## src/hw/rtl/tpc_pkg.sv

```systemverilog
// Package for the threshold pixel compaction block: field widths, register
// indexes, entry format codes and reset values. No dependencies.
`default_nettype none

package tpc_pkg;

   // Payload field widths
   localparam int VALUE_W  = 16;
   localparam int COORD_W  = 13;
   localparam int SLOT_W   = 16;
   localparam int COUNT_W  = 17;
   localparam int DIM_W    = 13;
   localparam int FORMAT_W = 2;

   // Control port widths
   localparam int CSR_ADDR_W = 3;
   localparam int CSR_DATA_W = 17;

   // Register indexes
   localparam logic [CSR_ADDR_W-1:0] REG_THRESHOLD    = 3'd0;
   localparam logic [CSR_ADDR_W-1:0] REG_ENTRY_FORMAT = 3'd1;
   localparam logic [CSR_ADDR_W-1:0] REG_MAX_ENTRIES  = 3'd2;
   localparam logic [CSR_ADDR_W-1:0] REG_IMAGE_WIDTH  = 3'd3;
   localparam logic [CSR_ADDR_W-1:0] REG_IMAGE_HEIGHT = 3'd4;

   // Entry format codes
   localparam logic [FORMAT_W-1:0] FMT_COORD    = 2'd0;
   localparam logic [FORMAT_W-1:0] FMT_CENTERED = 2'd1;
   localparam logic [FORMAT_W-1:0] FMT_FLOW     = 2'd2;
   localparam logic [FORMAT_W-1:0] FMT_HOUGH    = 2'd3;

   // Register reset values
   localparam logic [VALUE_W-1:0]  RST_THRESHOLD    = 16'd0;
   localparam logic [FORMAT_W-1:0] RST_ENTRY_FORMAT = FMT_COORD;
   localparam logic [COUNT_W-1:0]  RST_MAX_ENTRIES  = 17'd65536;
   localparam logic [DIM_W-1:0]    RST_IMAGE_WIDTH  = 13'd640;
   localparam logic [DIM_W-1:0]    RST_IMAGE_HEIGHT = 13'd480;

   // Saturation point of the kept-pixel counter
   localparam logic [COUNT_W-1:0] KEPT_SAT = '1;

   // Default sizing
   localparam int DEF_MAX_WIDTH   = 4096;
   localparam int DEF_MAX_HEIGHT  = 4096;
   localparam int DEF_MAX_ENTRIES = 65536;

endpackage

`default_nettype wire

```

## src/hw/rtl/tpc_if.sv

```systemverilog
// Channel interfaces of the threshold pixel compaction block: pixel input,
// entry result and register write. Depends on tpc_pkg.
`default_nettype none

interface tpc_req_if;
   logic                                valid;
   logic                                ready;
   logic signed [tpc_pkg::VALUE_W-1:0]  compare_value;
   logic signed [tpc_pkg::VALUE_W-1:0]  flow_u;
   logic signed [tpc_pkg::VALUE_W-1:0]  flow_v;

   modport source (output valid, compare_value, flow_u, flow_v, input ready);
   modport sink   (input valid, compare_value, flow_u, flow_v, output ready);
endinterface

interface tpc_rsp_if;
   logic                                valid;
   logic                                ready;
   logic                                entry_valid;
   logic        [tpc_pkg::SLOT_W-1:0]   entry_slot;
   logic signed [tpc_pkg::COORD_W-1:0]  out_x;
   logic signed [tpc_pkg::COORD_W-1:0]  out_y;
   logic signed [tpc_pkg::VALUE_W-1:0]  out_u;
   logic signed [tpc_pkg::VALUE_W-1:0]  out_v;
   logic        [tpc_pkg::VALUE_W-1:0]  out_strength;
   logic                                frame_done;
   logic        [tpc_pkg::COUNT_W-1:0]  total_count;

   modport source (output valid, entry_valid, entry_slot, out_x, out_y, out_u, out_v,
                   out_strength, frame_done, total_count, input ready);
   modport sink   (input valid, entry_valid, entry_slot, out_x, out_y, out_u, out_v,
                   out_strength, frame_done, total_count, output ready);
endinterface

interface tpc_csr_if;
   logic                                 valid;
   logic                                 ready;
   logic [tpc_pkg::CSR_ADDR_W-1:0]       index;
   logic [tpc_pkg::CSR_DATA_W-1:0]       data;

   modport source (output valid, index, data, input ready);
   modport sink   (input valid, index, data, output ready);
endinterface

`default_nettype wire

```

## src/hw/rtl/threshold_pixel_compaction.sv

```systemverilog
// Top level of the threshold pixel compaction block: pixel stream in, packed
// entry stream out, register write port. Depends on tpc_pkg and tpc_if.
`default_nettype none

// Takes one pixel per cycle in raster order and keeps its own column and row.
// A pixel whose compare_value is at or above threshold becomes an entry at the
// next list slot while the slot is below capacity; the last pixel of a frame
// carries the kept count, capped at the capacity. A pixel passes through the
// input register and then the result register, and the block sustains one
// pixel per cycle as long as the result side keeps taking beats. The column,
// row and kept-count update feeds back on its own registers. Pixels that
// neither become an entry nor end a frame produce no result beat. Register
// writes are always ready and must be issued only while the block is idle.

module threshold_pixel_compaction #(
   parameter int MAX_WIDTH   = tpc_pkg::DEF_MAX_WIDTH,
   parameter int MAX_HEIGHT  = tpc_pkg::DEF_MAX_HEIGHT,
   parameter int MAX_ENTRIES = tpc_pkg::DEF_MAX_ENTRIES
) (
   input  wire logic  clock,
   input  wire logic  reset,
   tpc_req_if.sink    req_if,
   tpc_rsp_if.source  rsp_if,
   tpc_csr_if.sink    csr_if
);
   import tpc_pkg::*;

   localparam int COL_W  = $clog2(MAX_WIDTH);
   localparam int ROW_W  = $clog2(MAX_HEIGHT);
   localparam int CALC_W = COUNT_W + 1;
   localparam int CAP_W  = 32;

   // Configuration registers
   logic signed [VALUE_W-1:0]  threshold_ff;
   logic [FORMAT_W-1:0]        entry_format_ff;
   logic [COUNT_W-1:0]         max_entries_ff;
   logic [DIM_W-1:0]           image_width_ff;
   logic [DIM_W-1:0]           image_height_ff;

   // Input register
   logic                       in_valid_ff;
   logic signed [VALUE_W-1:0]  in_cv_ff;
   logic signed [VALUE_W-1:0]  in_fu_ff;
   logic signed [VALUE_W-1:0]  in_fv_ff;

   // Frame state
   logic [COL_W-1:0]   col_ff, col_in;
   logic [ROW_W-1:0]   row_ff, row_in;
   logic [COUNT_W-1:0] kept_ff, kept_in;

   // Result register
   logic                       out_valid_ff;
   logic                       ent_valid_ff, ent_valid_in;
   logic [SLOT_W-1:0]          slot_ff, slot_in;
   logic signed [COORD_W-1:0]  x_ff, x_in;
   logic signed [COORD_W-1:0]  y_ff, y_in;
   logic signed [VALUE_W-1:0]  u_ff, u_in;
   logic signed [VALUE_W-1:0]  v_ff, v_in;
   logic [VALUE_W-1:0]         str_ff, str_in;
   logic                       done_ff, done_in;
   logic [COUNT_W-1:0]         total_ff, total_in;

   // Derived values
   logic [COUNT_W-1:0]  w_eff, h_eff, w_half, h_half;
   logic [COUNT_W-1:0]  cap;
   logic [COUNT_W-1:0]  col_ext, row_ext;
   logic                keep, last_col, produce, advance;
   logic signed [CALC_W-1:0] cx_full, cy_full;

   // Register writes; unknown indexes are ignored
   assign csr_if.ready = 1'b1;

   always_ff @(posedge clock) begin
      if (reset) begin
         threshold_ff    <= RST_THRESHOLD;
         entry_format_ff <= RST_ENTRY_FORMAT;
         max_entries_ff  <= RST_MAX_ENTRIES;
         image_width_ff  <= RST_IMAGE_WIDTH;
         image_height_ff <= RST_IMAGE_HEIGHT;
      end else if (csr_if.valid) begin
         case (csr_if.index)
            REG_THRESHOLD:    threshold_ff    <= csr_if.data[VALUE_W-1:0];
            REG_ENTRY_FORMAT: entry_format_ff <= csr_if.data[FORMAT_W-1:0];
            REG_MAX_ENTRIES:  max_entries_ff  <= csr_if.data[COUNT_W-1:0];
            REG_IMAGE_WIDTH:  image_width_ff  <= csr_if.data[DIM_W-1:0];
            REG_IMAGE_HEIGHT: image_height_ff <= csr_if.data[DIM_W-1:0];
            default: begin
            end
         endcase
      end
   end

   // Clamp dimensions (zero taken as one) and capacity to the sized limits
   always_comb begin
      w_eff = (image_width_ff == '0) ? COUNT_W'(1) : COUNT_W'(image_width_ff);
      if (w_eff > COUNT_W'(MAX_WIDTH)) w_eff = COUNT_W'(MAX_WIDTH);
      h_eff = (image_height_ff == '0) ? COUNT_W'(1) : COUNT_W'(image_height_ff);
      if (h_eff > COUNT_W'(MAX_HEIGHT)) h_eff = COUNT_W'(MAX_HEIGHT);
      if (CAP_W'(max_entries_ff) > CAP_W'(MAX_ENTRIES)) begin
         cap = COUNT_W'(MAX_ENTRIES);
      end else begin
         cap = max_entries_ff;
      end
      w_half = w_eff >> 1;
      h_half = h_eff >> 1;
   end

   // Stage handshake: advance a valid input pixel unless its result beat is blocked by a held one
   assign col_ext  = COUNT_W'(col_ff);
   assign row_ext  = COUNT_W'(row_ff);
   assign keep     = (in_cv_ff >= threshold_ff);
   assign last_col = (col_ext >= w_eff - COUNT_W'(1));
   assign done_in  = last_col && (row_ext >= h_eff - COUNT_W'(1));
   assign ent_valid_in = keep && (kept_ff < cap);
   assign produce  = ent_valid_in || done_in;
   assign advance  = in_valid_ff && (!produce || !out_valid_ff || rsp_if.ready);
   assign req_if.ready = !in_valid_ff || advance;

   // Input register
   always_ff @(posedge clock) begin
      if (reset) begin
         in_valid_ff <= 1'b0;
      end else if (req_if.ready) begin
         in_valid_ff <= req_if.valid;
      end
   end

   always_ff @(posedge clock) begin
      if (req_if.valid && req_if.ready) begin
         in_cv_ff <= req_if.compare_value;
         in_fu_ff <= req_if.flow_u;
         in_fv_ff <= req_if.flow_v;
      end
   end

   // Build the entry fields
   assign cx_full = $signed({1'b0, col_ext}) - $signed({1'b0, w_half});
   assign cy_full = $signed({1'b0, h_half}) - $signed({1'b0, row_ext});

   always_comb begin
      slot_in = '0;
      x_in    = '0;
      y_in    = '0;
      u_in    = '0;
      v_in    = '0;
      str_in  = '0;
      if (ent_valid_in) begin
         slot_in = kept_ff[SLOT_W-1:0];
         x_in    = col_ext[COORD_W-1:0];
         y_in    = row_ext[COORD_W-1:0];
         case (entry_format_ff)
            FMT_CENTERED: begin
               x_in = cx_full[COORD_W-1:0];
               y_in = cy_full[COORD_W-1:0];
            end
            FMT_FLOW: begin
               u_in = in_fu_ff;
               v_in = in_fv_ff;
            end
            FMT_HOUGH: begin
               str_in = in_cv_ff;
            end
            default: begin
            end
         endcase
      end
   end

   // Advance column, row and kept count; report the count at frame end
   always_comb begin
      kept_in  = kept_ff;
      if (keep && (kept_ff != KEPT_SAT)) kept_in = kept_ff + COUNT_W'(1);
      total_in = '0;
      if (done_in) total_in = (kept_in < cap) ? kept_in : cap;
      col_in   = col_ff + COL_W'(1);
      row_in   = row_ff;
      if (done_in) begin
         col_in  = '0;
         row_in  = '0;
         kept_in = '0;
      end else if (last_col) begin
         col_in  = '0;
         row_in  = row_ff + ROW_W'(1);
      end
   end

   always_ff @(posedge clock) begin
      if (reset) begin
         col_ff  <= '0;
         row_ff  <= '0;
         kept_ff <= '0;
      end else if (advance) begin
         col_ff  <= col_in;
         row_ff  <= row_in;
         kept_ff <= kept_in;
      end
   end

   // Result register: load on a producing advance, drop once taken
   always_ff @(posedge clock) begin
      if (reset) begin
         out_valid_ff <= 1'b0;
      end else if (advance && produce) begin
         out_valid_ff <= 1'b1;
      end else if (rsp_if.ready) begin
         out_valid_ff <= 1'b0;
      end
   end

   always_ff @(posedge clock) begin
      if (advance && produce) begin
         ent_valid_ff <= ent_valid_in;
         slot_ff      <= slot_in;
         x_ff         <= x_in;
         y_ff         <= y_in;
         u_ff         <= u_in;
         v_ff         <= v_in;
         str_ff       <= str_in;
         done_ff      <= done_in;
         total_ff     <= total_in;
      end
   end

   assign rsp_if.valid        = out_valid_ff;
   assign rsp_if.entry_valid  = ent_valid_ff;
   assign rsp_if.entry_slot   = slot_ff;
   assign rsp_if.out_x        = x_ff;
   assign rsp_if.out_y        = y_ff;
   assign rsp_if.out_u        = u_ff;
   assign rsp_if.out_v        = v_ff;
   assign rsp_if.out_strength = str_ff;
   assign rsp_if.frame_done   = done_ff;
   assign rsp_if.total_count  = total_ff;

endmodule

`default_nettype wire

```

## src/flat_wrapper.sv

```systemverilog
// flat-port wrapper written by rule: the top's interface ports become plain ports
module threshold_pixel_compaction_flat import tpc_pkg::*;
#(
   parameter int MAX_WIDTH   = tpc_pkg::DEF_MAX_WIDTH,
   parameter int MAX_HEIGHT  = tpc_pkg::DEF_MAX_HEIGHT,
   parameter int MAX_ENTRIES = tpc_pkg::DEF_MAX_ENTRIES
)
  (clock, reset, req_if_valid, req_if_compare_value, req_if_flow_u, req_if_flow_v, req_if_ready, rsp_if_valid, rsp_if_entry_valid, rsp_if_entry_slot, rsp_if_out_x, rsp_if_out_y, rsp_if_out_u, rsp_if_out_v, rsp_if_out_strength, rsp_if_frame_done, rsp_if_total_count, rsp_if_ready, csr_if_valid, csr_if_index, csr_if_data, csr_if_ready);
  tpc_req_if req_if_i ();
  tpc_rsp_if rsp_if_i ();
  tpc_csr_if csr_if_i ();
  input  wire logic clock;
  input  wire logic reset;
  input wire logic [$bits(req_if_i.valid)-1:0] req_if_valid;
  input wire logic [$bits(req_if_i.compare_value)-1:0] req_if_compare_value;
  input wire logic [$bits(req_if_i.flow_u)-1:0] req_if_flow_u;
  input wire logic [$bits(req_if_i.flow_v)-1:0] req_if_flow_v;
  output wire logic [$bits(req_if_i.ready)-1:0] req_if_ready;
  output wire logic [$bits(rsp_if_i.valid)-1:0] rsp_if_valid;
  output wire logic [$bits(rsp_if_i.entry_valid)-1:0] rsp_if_entry_valid;
  output wire logic [$bits(rsp_if_i.entry_slot)-1:0] rsp_if_entry_slot;
  output wire logic [$bits(rsp_if_i.out_x)-1:0] rsp_if_out_x;
  output wire logic [$bits(rsp_if_i.out_y)-1:0] rsp_if_out_y;
  output wire logic [$bits(rsp_if_i.out_u)-1:0] rsp_if_out_u;
  output wire logic [$bits(rsp_if_i.out_v)-1:0] rsp_if_out_v;
  output wire logic [$bits(rsp_if_i.out_strength)-1:0] rsp_if_out_strength;
  output wire logic [$bits(rsp_if_i.frame_done)-1:0] rsp_if_frame_done;
  output wire logic [$bits(rsp_if_i.total_count)-1:0] rsp_if_total_count;
  input wire logic [$bits(rsp_if_i.ready)-1:0] rsp_if_ready;
  input wire logic [$bits(csr_if_i.valid)-1:0] csr_if_valid;
  input wire logic [$bits(csr_if_i.index)-1:0] csr_if_index;
  input wire logic [$bits(csr_if_i.data)-1:0] csr_if_data;
  output wire logic [$bits(csr_if_i.ready)-1:0] csr_if_ready;
  assign req_if_i.valid = req_if_valid;
  assign req_if_i.compare_value = req_if_compare_value;
  assign req_if_i.flow_u = req_if_flow_u;
  assign req_if_i.flow_v = req_if_flow_v;
  assign req_if_ready = req_if_i.ready;
  assign rsp_if_valid = rsp_if_i.valid;
  assign rsp_if_entry_valid = rsp_if_i.entry_valid;
  assign rsp_if_entry_slot = rsp_if_i.entry_slot;
  assign rsp_if_out_x = rsp_if_i.out_x;
  assign rsp_if_out_y = rsp_if_i.out_y;
  assign rsp_if_out_u = rsp_if_i.out_u;
  assign rsp_if_out_v = rsp_if_i.out_v;
  assign rsp_if_out_strength = rsp_if_i.out_strength;
  assign rsp_if_frame_done = rsp_if_i.frame_done;
  assign rsp_if_total_count = rsp_if_i.total_count;
  assign rsp_if_i.ready = rsp_if_ready;
  assign csr_if_i.valid = csr_if_valid;
  assign csr_if_i.index = csr_if_index;
  assign csr_if_i.data = csr_if_data;
  assign csr_if_ready = csr_if_i.ready;
  threshold_pixel_compaction #(.MAX_WIDTH(MAX_WIDTH), .MAX_HEIGHT(MAX_HEIGHT), .MAX_ENTRIES(MAX_ENTRIES)) u_core (.clock(clock), .reset(reset), .req_if(req_if_i), .rsp_if(rsp_if_i), .csr_if(csr_if_i));
endmodule
```

## config.mk

```make
export PLATFORM = sky130hd
export DESIGN_NAME = threshold_pixel_compaction_flat
export DESIGN_NICKNAME = d
export VERILOG_FILES = /design/src/hw/rtl/tpc_pkg.sv /design/src/hw/rtl/tpc_if.sv /design/src/hw/rtl/threshold_pixel_compaction.sv /design/src/flat_wrapper.sv
export SDC_FILE = /design/constraint.sdc
export NUM_CORES = 1
export LEC_CHECK = 0
export BUFFER_PORTS_ARGS = -buffer_cell sky130_fd_sc_hd__buf_2
export CORE_ASPECT_RATIO = 1.2
export CORE_MARGIN = 2
export CORE_UTILIZATION = 52
export DETAILED_ROUTE_END_ITERATION = 12
export PLACE_DENSITY = 0.73
export SLEW_MARGIN = 15
export SYNTH_ARGS = -nofsm -noshare
export SYNTH_HDL_FRONTEND = slang
export SYNTH_SLANG_ARGS = --single-unit
```

## constraint.sdc

```tcl
create_clock -name clock -period 12.5 [get_ports clock]
set_clock_uncertainty 0.15 [all_clocks]
set_input_delay 0.625 -clock clock [delete_from_list [all_inputs] [get_ports clock]]
set_output_delay 0.625 -clock clock [all_outputs]
set_load 0.1 [all_outputs]
```

# Word level (Yosys, flattened, before mapping)
# Cells that the tools add are included.
[op_classes]
n_addsub = 7
n_lt_le_gt_ge = 8
eq_ne = 8
n_mux = 16
reduce_logical = 27
[ops]
columns = ["operator", "count"]
rows = [
  ["two-way mux 12 bit", 6],
  ["two-way mux 17 bit", 4],
  ["two-way mux 13 bit", 4],
  ["greater-or-equal comparator 12 x 17 -> 1 bit", 2],
  ["> comparator 17 x 13 -> 1 bit (second input constant)", 2],
  ["less-than comparator 17 bit", 2],
  ["subtractor 13 x 1 -> 14 bit (second input constant)", 2],
  ["zero test 13 bit", 2],
  ["subtractor 12 x 12 -> 13 bit", 2],
  ["adder 12 x 1 -> 12 bit (second input constant)", 2],
  ["AND reduction 2 bit", 9],
  ["adder 17 x 1 -> 17 bit (second input constant)", 1],
  ["> comparator 17 bit (second input constant)", 1],
  ["!= test 17 bit (second input constant)", 1],
  ["greater-or-equal comparator 16 bit", 1],
  ["== test 3 x 2 -> 1 bit (second input constant)", 2],
  ["logical AND 1 bit", 6],
  ["== test 2 bit (second input constant)", 2],
  ["logical OR 1 bit", 4],
  ["nonzero test 2 bit", 2],
  ["== test 3 x 1 -> 1 bit (second input constant)", 1],
  ["== test 3 bit (second input constant)", 1],
  ["zero test 1 bit", 3],
  ["zero test 3 bit", 1],
  ["other kinds (2)", 3],
]
[word_totals]
regBits = 261
input_bits = 73
out_inout_bits = 112
word_cells = 90

# Depth between registers and ports, before layout
# Gate-level depths: netlist (run 1).
[logic_depth]
ltp_word = 14
ltp_mapped = 22
depth_no_buf = 21

# Worst setup path after synthesis (run 1)
# OpenSTA, ideal clock, no wires.
[synth_path]
kind = "reg-to-reg"
start = "reg u_core.image_width_ff[2]"
end = "reg u_core.slot_ff[0], in the netlist u_core.rsp_if.entry_slot[0], enable pin"
setup_ns = 0.613
t_arrival_ns = 8.901
required_time_ns = 11.737
path_slack_ns = 2.836
stages_incl_launch_ff = 21
n_path_buf = 3
synth_period_minus_slack_ns = 9.664
path_cell_list = "dfxtp_1 > nor4_1 > nand2b_1 > nor3_1 > nand2_1 > nand2b_1 > nand2_1 > ha_1 > clkbuf_1 > o21a_1 > o221ai_1 > ha_1 > a211o_1 > nor2_1 > a211oi_1 > o21a_4 > a31oi_4 > o21ai_2 > buf_6 > buf_2 > a21oi_1"
[synth_between]
elab_chain_cells = 13
[synth_lines]
columns = ["element", "line", "source"]
rows = [
  ["from (decl)", "threshold_pixel_compaction.sv:37", "logic [DIM_W-1:0] image_width_ff;"],
  ["from (signal assigned)", "threshold_pixel_compaction.sv:85", "REG_IMAGE_WIDTH: image_width_ff <= csr_if.data[DIM_W-1:0];"],
  ["zero test 13 bit", "threshold_pixel_compaction.sv:95", "w_eff = (image_width_ff == '0) ? COUNT_W'(1) : COUNT_W'(image_width_ff);"],
  ["two-way mux 13 bit (*)", "threshold_pixel_compaction.sv:95", ""],
  ["> comparator 17 x 13 -> 1 bit", "threshold_pixel_compaction.sv:96", "if (w_eff > COUNT_W'(MAX_WIDTH)) w_eff = COUNT_W'(MAX_WIDTH);"],
  ["two-way mux 13 bit (*)", "threshold_pixel_compaction.sv:96", ""],
  ["subtractor 13 x 1 -> 14 bit (*)", "threshold_pixel_compaction.sv:112", "assign last_col = (col_ext >= w_eff - COUNT_W'(1));"],
  ["greater-or-equal comparator 12 x 17 -> 1 bit (*)", "threshold_pixel_compaction.sv:112", ""],
  ["logical AND 1 bit (*)", "threshold_pixel_compaction.sv:113", "assign done_in = last_col && (row_ext >= h_eff - COUNT_W'(1));"],
  ["logical OR 1 bit (*)", "threshold_pixel_compaction.sv:115", "assign produce = ent_valid_in || done_in;"],
  ["zero test 1 bit", "threshold_pixel_compaction.sv:116", "assign advance = in_valid_ff && (!produce || !out_valid_ff || rsp_if.ready);"],
  ["logical OR 1 bit (2 in series)", "threshold_pixel_compaction.sv:116", ""],
  ["logical AND 1 bit", "threshold_pixel_compaction.sv:116", ""],
  ["logical AND 1 bit (*)", "threshold_pixel_compaction.sv:211", "if (advance && produce) begin"],
  ["to (signal assigned)", "threshold_pixel_compaction.sv:213", "slot_ff <= slot_in;"],
  ["to (decl)", "threshold_pixel_compaction.sv:54", "logic [SLOT_W-1:0] slot_ff, slot_in;"],
]
# Mark *: on every way between the ends. The rest lies on a longest branch, timed or not.
# A chain may end at the register's enable or synchronous reset.

# Worst setup path after layout (run 1)
[layout_path]
start = "reg u_core.image_width_ff[3]"
end = "out req_if_ready"
[layout_between]
elab_chain_cells = 13
[layout_lines]
columns = ["element", "line", "source"]
rows = [
  ["zero test 13 bit", "threshold_pixel_compaction.sv:95", ""],
  ["two-way mux 13 bit (*)", "threshold_pixel_compaction.sv:95", ""],
  ["> comparator 17 x 13 -> 1 bit", "threshold_pixel_compaction.sv:96", ""],
  ["two-way mux 13 bit (*)", "threshold_pixel_compaction.sv:96", ""],
  ["subtractor 13 x 1 -> 14 bit (*)", "threshold_pixel_compaction.sv:112", ""],
  ["greater-or-equal comparator 12 x 17 -> 1 bit (*)", "threshold_pixel_compaction.sv:112", ""],
  ["logical AND 1 bit (*)", "threshold_pixel_compaction.sv:113", ""],
  ["net u_core.done_in", "threshold_pixel_compaction.sv:60", "logic done_ff, done_in;"],
  ["logical OR 1 bit (*)", "threshold_pixel_compaction.sv:115", ""],
  ["zero test 1 bit (*)", "threshold_pixel_compaction.sv:116", ""],
  ["logical OR 1 bit (*) (2 in series)", "threshold_pixel_compaction.sv:116", ""],
  ["logical AND 1 bit (*)", "threshold_pixel_compaction.sv:116", ""],
  ["logical OR 1 bit (*)", "threshold_pixel_compaction.sv:117", "assign req_if.ready = !in_valid_ff || advance;"],
  ["to (decl)", "flat_wrapper.sv:18", "output wire logic [$bits(req_if_i.ready)-1:0] req_if_ready;"],
]
# Mark *: on every way through the listed nets, which the timed path passes. The rest lies on a longest branch.

==> results of run 1 <==
[per-stage QoR]
stage / util / total power [µW] / std cells
3_5_place_dp: 0.573 / 1220 / 1884
2_1_floorplan: - / 1160 / 1414
4_1_cts: 0.607 / 2020 / 1934
6_report: 0.608 / 2020 / 1937
5_1_grt: 0.608 / 2080 / 1937
3_3_place_gp: 0.573 / 1220 / 1884
[power by group]
part	total, µW	internal (µW)	switching, µW
clock	813	455	358
combinational	248	56.5	191
sequential	954	940	14.0
total	2020	1450	563
[cells in the final DEF (no fill, tap or decap), drive strengths merged, types with 4 or more instances in the layout]
| cell type | n |
|---|---|
| or4 | 15 |
| nor4 | 19 |
| a31oi | 8 |
| o21bai | 6 |
| dfxtp | 104 |
| buf | 193 |
| ha | 102 |
| nand3b | 4 |
| a21oi | 138 |
| nor2b | 23 |
| xnor2 | 25 |
| nand2 | 232 |
| o21ai | 29 |
| nand2b | 16 |
| o21a | 22 |
| inv | 65 |
| xor2 | 21 |
| nand4 | 23 |
| clkbuf | 33 |
| o211ai | 9 |
| o31ai | 16 |
| edfxtp | 157 |
| mux2 | 8 |
| a31o | 6 |
| a21boi | 4 |
| or2 | 4 |
| clkinvlp | 4 |
| or3 | 13 |
| a211oi | 21 |
| a211o | 5 |
| and2 | 66 |
| nor3 | 35 |
| nand3 | 44 |
| o211a | 5 |
| nor2 | 66 |
| a21o | 10 |
| and3 | 13 |
[metal layers]
metal  vias to the layer above  wire length, µm  share of wire
met4                         0             1190          0.034
met2                       346            17200           0.49
met3                        81             1970          0.056
met1                      5300            15000           0.42
met5                         -                0              0
li1                       5439                -              -
[critical path: stages (launching register included)]
cell and delay [ps]:
dfxtp_1 360, nor4_1 480, nand2b_1 190, nor3_1 280, nand2_1 170, nand2b_1 100
nand2_1 80, ha_1 350, nor2b_1 200, a31oi_1 160, o21ai_0 110, ha_1 350
nand4_1 100, o31a_1 300, a221oi_1 350, o21a_4 230, nand2_2 310, inv_2 300
o211ai_1 170, buf_2 360
[cell families (layout without fill, tap and decap cells)]
| family | after synthesis | in the layout | share of synthesized area |
|---|---|---|---|
| AOI/OAI and AO/OA | 298 | 298 | 0.139 |
| DFF | 261 | 261 | 0.488 |
| xor gates and xnor gates | 46 | 46 | 0.0289 |
| buffers and inverters | 113 | 298 | 0.0338 |
| muxes | 10 | 10 | 0.00790 |
| adders and majority gates | 104 | 104 | 0.0945 |
| other | 1 | 4 | 0.000269 |
| and+or+nand+nor | 581 | 581 | 0.208 |
[layout make-up]
cell class	count	area, µm²
Clock buffer	33	751
Inverter	55	206
Tap cell	335	419
Multi-Input combinational cell	1040	6690
Antenna cell	3	7.51
Clock inverter	17	149
Timing Repair Buffer	193	991
Sequential cell	261	6800
Fill cell	2279	10300
[registers in the layout, summed over array words and instances (netlist names), 2 cells and up]
signal,count
u_core.threshold_ff,16
u_core.in_fv_ff,16
u_core.in_cv_ff,16
u_core.rsp_if.out_y,13
u_core.rsp_if.out_v,16
u_core.rsp_if.entry_slot,16
u_core.kept_ff,17
u_core.rsp_if.out_u,16
u_core.rsp_if.out_strength,16
u_core.image_width_ff,13
u_core.row_ff,12
u_core.in_fu_ff,16
u_core.rsp_if.total_count,17
u_core.col_ff,12
u_core.entry_format_ff,2
u_core.image_height_ff,13
u_core.rsp_if.out_x,13
u_core.max_entries_ff,17
[worst paths after layout]
check                                               from                      to  cells after the start
worst min register to register    u_core.threshold_ff[6]  u_core.threshold_ff[6]                      2
worst min-delay path             req_if_compare_value[0]      u_core.in_cv_ff[0]                      1
worst max register to register  u_core.image_width_ff[3]       u_core.kept_ff[0]                     20
worst max-delay path            u_core.image_width_ff[3]            req_if_ready                     19
==> results.py, run 1 <==
metrics = {
    "logic_synthesis": {
        "yosysSeqAreaShare": 0.488,
        "avgSynthCellArea_um2": 9.86,
        "synth_ff_type": "edfxtp_1",
        "synth_edf_count": 157,
        "synth_top_area_frac": 0.338,
        "synth-async-reset-ratio": 0,
        "ys_seq_elements": 261,
        "synthTopCellsByCount": "nand2_1 (231), edfxtp_1 (157), a21oi_1 (136)",
        "synthCells": 1414,
        "synth.most_common_cell": "nand2_1",
        "yosys_warnings": 0,
        "synth_fp_nets": 1591,
        "yosys.area.top_type": "edfxtp_1",
        "synth.area.top_cells": "edfxtp_1 (34%), dfxtp_1 (15%), ha_1 (9.2%)",
        "synth_area_um2": 13900,
        "synth_cell_type_count": 80,
    },
    "clocking": {
        "holdBufCountCts": 0,
        "ctsResizeCount": 0,
        "cts_setup_buffers": 0,
        "h-tree-depth": 1,
        "clock_latency_ps": 570,
        "root_buffer": "clkbuf_16",
        "cts-buffers-inserted": 27,
        "clockBufferDepth": 3,
        "cts_tree": "done",
        "clkSlewWorstSetupHoldPaths_ps": 60,
        "numClockSinks": 261,
    },
    "worst_setup_path": {
        "arrival_ps": 5530,
        "cp_max_fo": 19,
        "cp-end-kind": "primary output",
        "required_ps": 11730,
        "path_class": "reg -> out",
        "cp-start-kind": "flop",
        "reg2reg_slack_ps": 6770,
    },
    "sta": {
        "fmax_mhz": 159,
        "setup-violations-final": 0,
        "worst_pin_slew_ps": 1090,
        "worst_slack_ps": 6200,
        "fin_tns_setup_ps": 0,
        "worst_hold_slack_ps": 83.7,
        "rsz0062_at_grt": "no",
        "fin_crit_ps": 6300,
        "slew_headroom": 0.268,
        "fin_crit_sh": 0.504,
        "slew_viol_final": 0,
        "hold_violations": 0,
    },
    "final_layout": {
        "area_growth_pct": 14.9,
        "nets": 1755,
        "drive_gt1_frac": 0.178,
        "design_area_um2": 16000,
    },
    "global_routing": {
        "busiest_layer": "met2",
        "grt_max_degree": 67,
        "track_usage": 0.248,
        "antenna_found_initial": 3,
        "grt_pass1_wl_mm": 55.9,
        "grt_use_met3": 0.0307,
        "met1_usage": 0.319,
        "grt_pass1_vias": 10900,
        "met2_usage": 0.425,
        "grt-ovfl-total": 0,
    },
    "drt": {
        "drt_iter0_drc": 620,
        "viasPerCell": 5.76,
        "dr.pass1.iters": 5,
        "totalWireLength_mm": 35.4,
        "drcViolationCount": 0,
        "ant_nets": 0,
        "post_drt_wl_per_cell_um": 18.3,
        "vias": 11200,
    },
    "power_and_ir_drop": {
        "leakagePower_uw": 0.00634,
        "ir_drop_mv": 0.150,
        "powerDensity_nw_per_um2": 126,
    },
    "floorplanning": {
        "die_w_um": 153,
        "die_area_um2": 28100,
        "pin_count": 185,
        "die_h_um": 183,
        "placementRows": 65,
        "start_util": 0.529,
        "core_area_um2": 26400,
    },
    "placed_design": {
        "dp_hpwl_mm": 25.6,
        "place_area_um2": 15100,
        "gp_congestion": 0.932,
        "pre_cts_ws_ps": 6670,
        "portBuffers": 183,
    },
    "min_path": {
        "hold_class": "in -> reg",
    },
    "job": {
        "drv_cap": 0,
    },
    "status": {
        "outcome": "finished, final reports clean",
    },
}
Power figures use the tool's default switching activity.
==> run 2, diff against run 1 <==
--- a/config.mk
+++ b/config.mk
@@ -5,6 +5,7 @@
 export SDC_FILE = /design/constraint.sdc
 export NUM_CORES = 1
 export LEC_CHECK = 0
+export ABC_AREA = 1
 export BUFFER_PORTS_ARGS = -buffer_cell sky130_fd_sc_hd__buf_2
 export CORE_ASPECT_RATIO = 1.2
 export CORE_MARGIN = 2
==> constraint.sdc (replaced) <==
create_clock -name clock -period 6.2 [get_ports clock]
set_clock_uncertainty 0.15 [all_clocks]
set_input_delay 0.31 -clock clock [delete_from_list [all_inputs] [get_ports clock]]
set_output_delay 0.31 -clock clock [all_outputs]
set_load 0.1 [all_outputs]
==> run 2 against run 1 <==
Effect of this change: clock power increased by 94%; register-to-register slack got worse by 5900 ps; largest cell class unchanged; die area increased by 2.2%; sequential power increased by 110%.
==> results.py, run 2 <==
metrics = {
    "status": {
        "outcome": "finished, final reports clean",
    },
    "power_and_ir_drop": {
        "leakagePower_uw": 0.00742,
        "powerDensity_nw_per_um2": 261,
        "ir_drop_mv": 0.224,
        "p_total_uw": 4420,
    },
    "sta": {
        "fin_crit_sh": 0.862,
        "fmax_mhz": 187,
        "setup-violations-final": 0,
        "slew_headroom": 0.263,
        "rsz0062_at_grt": "no",
        "fin_crit_ps": 5340,
        "fin_tns_setup_ps": 0,
        "slew_viol_final": 0,
        "worst_slack_ps": 856,
        "hold_violations": 0,
        "worst_hold_slack_ps": 44.5,
        "worst_pin_slew_ps": 1100,
    },
    "drt": {
        "dr.pass1.iters": 6,
        "ant_nets": 0,
        "vias": 12200,
        "wl_met1_mm": 15.0,
        "viasPerCell": 5.34,
        "wl_met2_mm": 18.5,
        "post_drt_wl_per_cell_um": 16.1,
        "totalWireLength_mm": 36.8,
        "drt_iter0_drc": 1029,
        "topRoutingLayerUsed": "met4",
        "drcViolationCount": 0,
        "route.met3.wl_mm": 2.09,
    },
    "clocking": {
        "clockBufferDepth": 3,
        "numClockSinks": 261,
        "ctsResizeCount": 0,
        "clkSlewWorstSetupHoldPaths_ps": 60,
        "h-tree-depth": 1,
        "root_buffer": "clkbuf_16",
        "cts_tree": "done",
        "cts_setup_buffers": 0,
        "clock_latency_ps": 560,
        "holdBufCountCts": 67,
        "cts-buffers-inserted": 27,
    },
    "job": {
        "drv_cap": 0,
    },
    "final_layout": {
        "nets": 2104,
        "final_cell_mix": "nand2_1 (279), nor2_1 (274), inv_1 (214), buf_2 (183), edfxtp_1 (157)",
        "fin_util": 0.628,
        "mostFrequentLayoutCell": "nand2_1",
        "drive_gt1_frac": 0.132,
        "area_growth_pct": 19.0,
    },
    "logic_synthesis": {
        "ys_seq_elements": 261,
        "yosys.area.top_type": "edfxtp_1",
        "synth_cell_type_count": 48,
        "avgSynthCellArea_um2": 8.43,
        "synthTopCellsByCount": "nand2_1 (279), nor2_1 (275), inv_1 (216)",
        "synth_simple_gate_area_frac": 0.213,
        "synth_compound_area_frac": 0.106,
        "synth_ff_type": "edfxtp_1",
        "synth_top_area_frac": 0.331,
        "yosys.area_share.xor_xnor": 0.0350,
        "yosysSeqAreaShare": 0.477,
        "synth_area_um2": 14300,
        "synth.area.mux_share": 0,
        "synth.area.top_cells": "edfxtp_1 (33%), dfxtp_1 (15%), ha_1 (9.0%)",
        "synth.most_common_cell": "nand2_1",
        "synth-async-reset-ratio": 0,
        "synth_top_family_by_area": "simple AND/OR/NAND/NOR gates",
        "yosys_warnings": 0,
        "synth_fp_nets": 1868,
        "synthCells": 1691,
        "synth_adder_area_share": 0.0923,
        "synth_edf_count": 157,
    },
    "placed_design": {
        "pre_cts_ws_ps": 892,
        "portBuffers": 183,
        "gp_congestion": 0.933,
        "dp_hpwl_mm": 26.0,
    },
    "worst_setup_path": {
        "r2r-start": "u_core.image_height_ff[4]",
        "cp-end-kind": "flop",
        "cp-start-kind": "flop",
        "arrival_ps": 5440,
        "reg2reg_slack_ps": 860,
        "cp_common_cell": "nand2_1",
        "cp_max_fo": 44,
        "path_class": "reg -> reg",
        "startpoint": "u_core.image_height_ff[4]",
        "cpPeakStageDelay_ps": 390,
        "required_ps": 6300,
        "crit_slowest_cell": "dfxtp_1",
    },
    "global_routing": {
        "grt_max_degree": 62,
        "track_usage": 0.252,
        "grt-ovfl-total": 0,
        "grt_pass1_vias": 11700,
        "grt_pass1_wl_mm": 58.2,
        "antenna_found_initial": 1,
    },
    "floorplanning": {
        "die_w_um": 155,
        "die_area_um2": 28800,
        "placementRows": 66,
        "start_util": 0.528,
        "pin_count": 185,
        "core_area_um2": 27000,
        "die_h_um": 185,
    },
    "min_path": {
        "min_from": "csr_if_index[0]",
        "hold_class": "in -> reg",
    },
}
## run 2: cell count changes after synthesis, sizes merged, moves of 16 or more
cell,before,now
and2,66,1
inv,55,217
nand2,232,285
nand2b,16,0
nand3,44,71
nor2,66,276
nor2b,23,0
o21a,22,1
o21ai,29,107
xnor2,25,9
xor2,21,48
## run 2: metrics by stage
step                      cell area [µm²]  instances
after floorplan                     14300       1691
after global routing                17000       2289
final                               17000       2289
after detailed placement            15400       2171
after global placement              15400       2171
after CTS                           17000       2288
## run 2: layout make-up
class | count | area, µm²
fill | 2289 | 10000
sequential | 261 | 6800
multi-input combinational | 1157 | 6370
timing repair buffer | 261 | 1690
inverter | 219 | 825
clock buffer | 35 | 726
tap | 340 | 425
clock inverter | 15 | 129
antenna | 1 | 2.50
## run 2: logic make-up after synthesis
group	count (synthesis)
fa+ha+maj	104
compound gates	280
simple gates	715
other cells	1
flops	261
xor+xnor	57
buf+inv	273
## run 2: report_power, final
group | internal, µW | switching, µW | leakage [µW]
registers | 1920 | 41.7 | 0.00231
clock network | 877 | 702 | 0.000417
logic | 226 | 653 | 0.00469
total | 3030 | 1400 | 0.00742
## run 2: final timing paths
path	cells after the start	endpoint
setup / recovery	28	u_core.rsp_if.out_v[5]
hold / removal	5	u_core.entry_format_ff[0]
setup reg to reg	28	u_core.rsp_if.out_v[5]
hold reg to reg	2	u_core.threshold_ff[1]
## run 2: worst max-delay path, delay by kind of cell, from the launching register on
kind	cells	cell delay [ps]
buf+inv	4	1010
xor+xnor	1	180
flops	1	390
fa+ha+maj	2	510
compound gates	2	480
simple gates	19	2250
## run 2: metal layers
layer,vias up,global-route usage
met5,-,0
met4,0,0.0889
met3,90,0.0314
met2,400,0.447
met1,5638,0.318
li1,6097,-
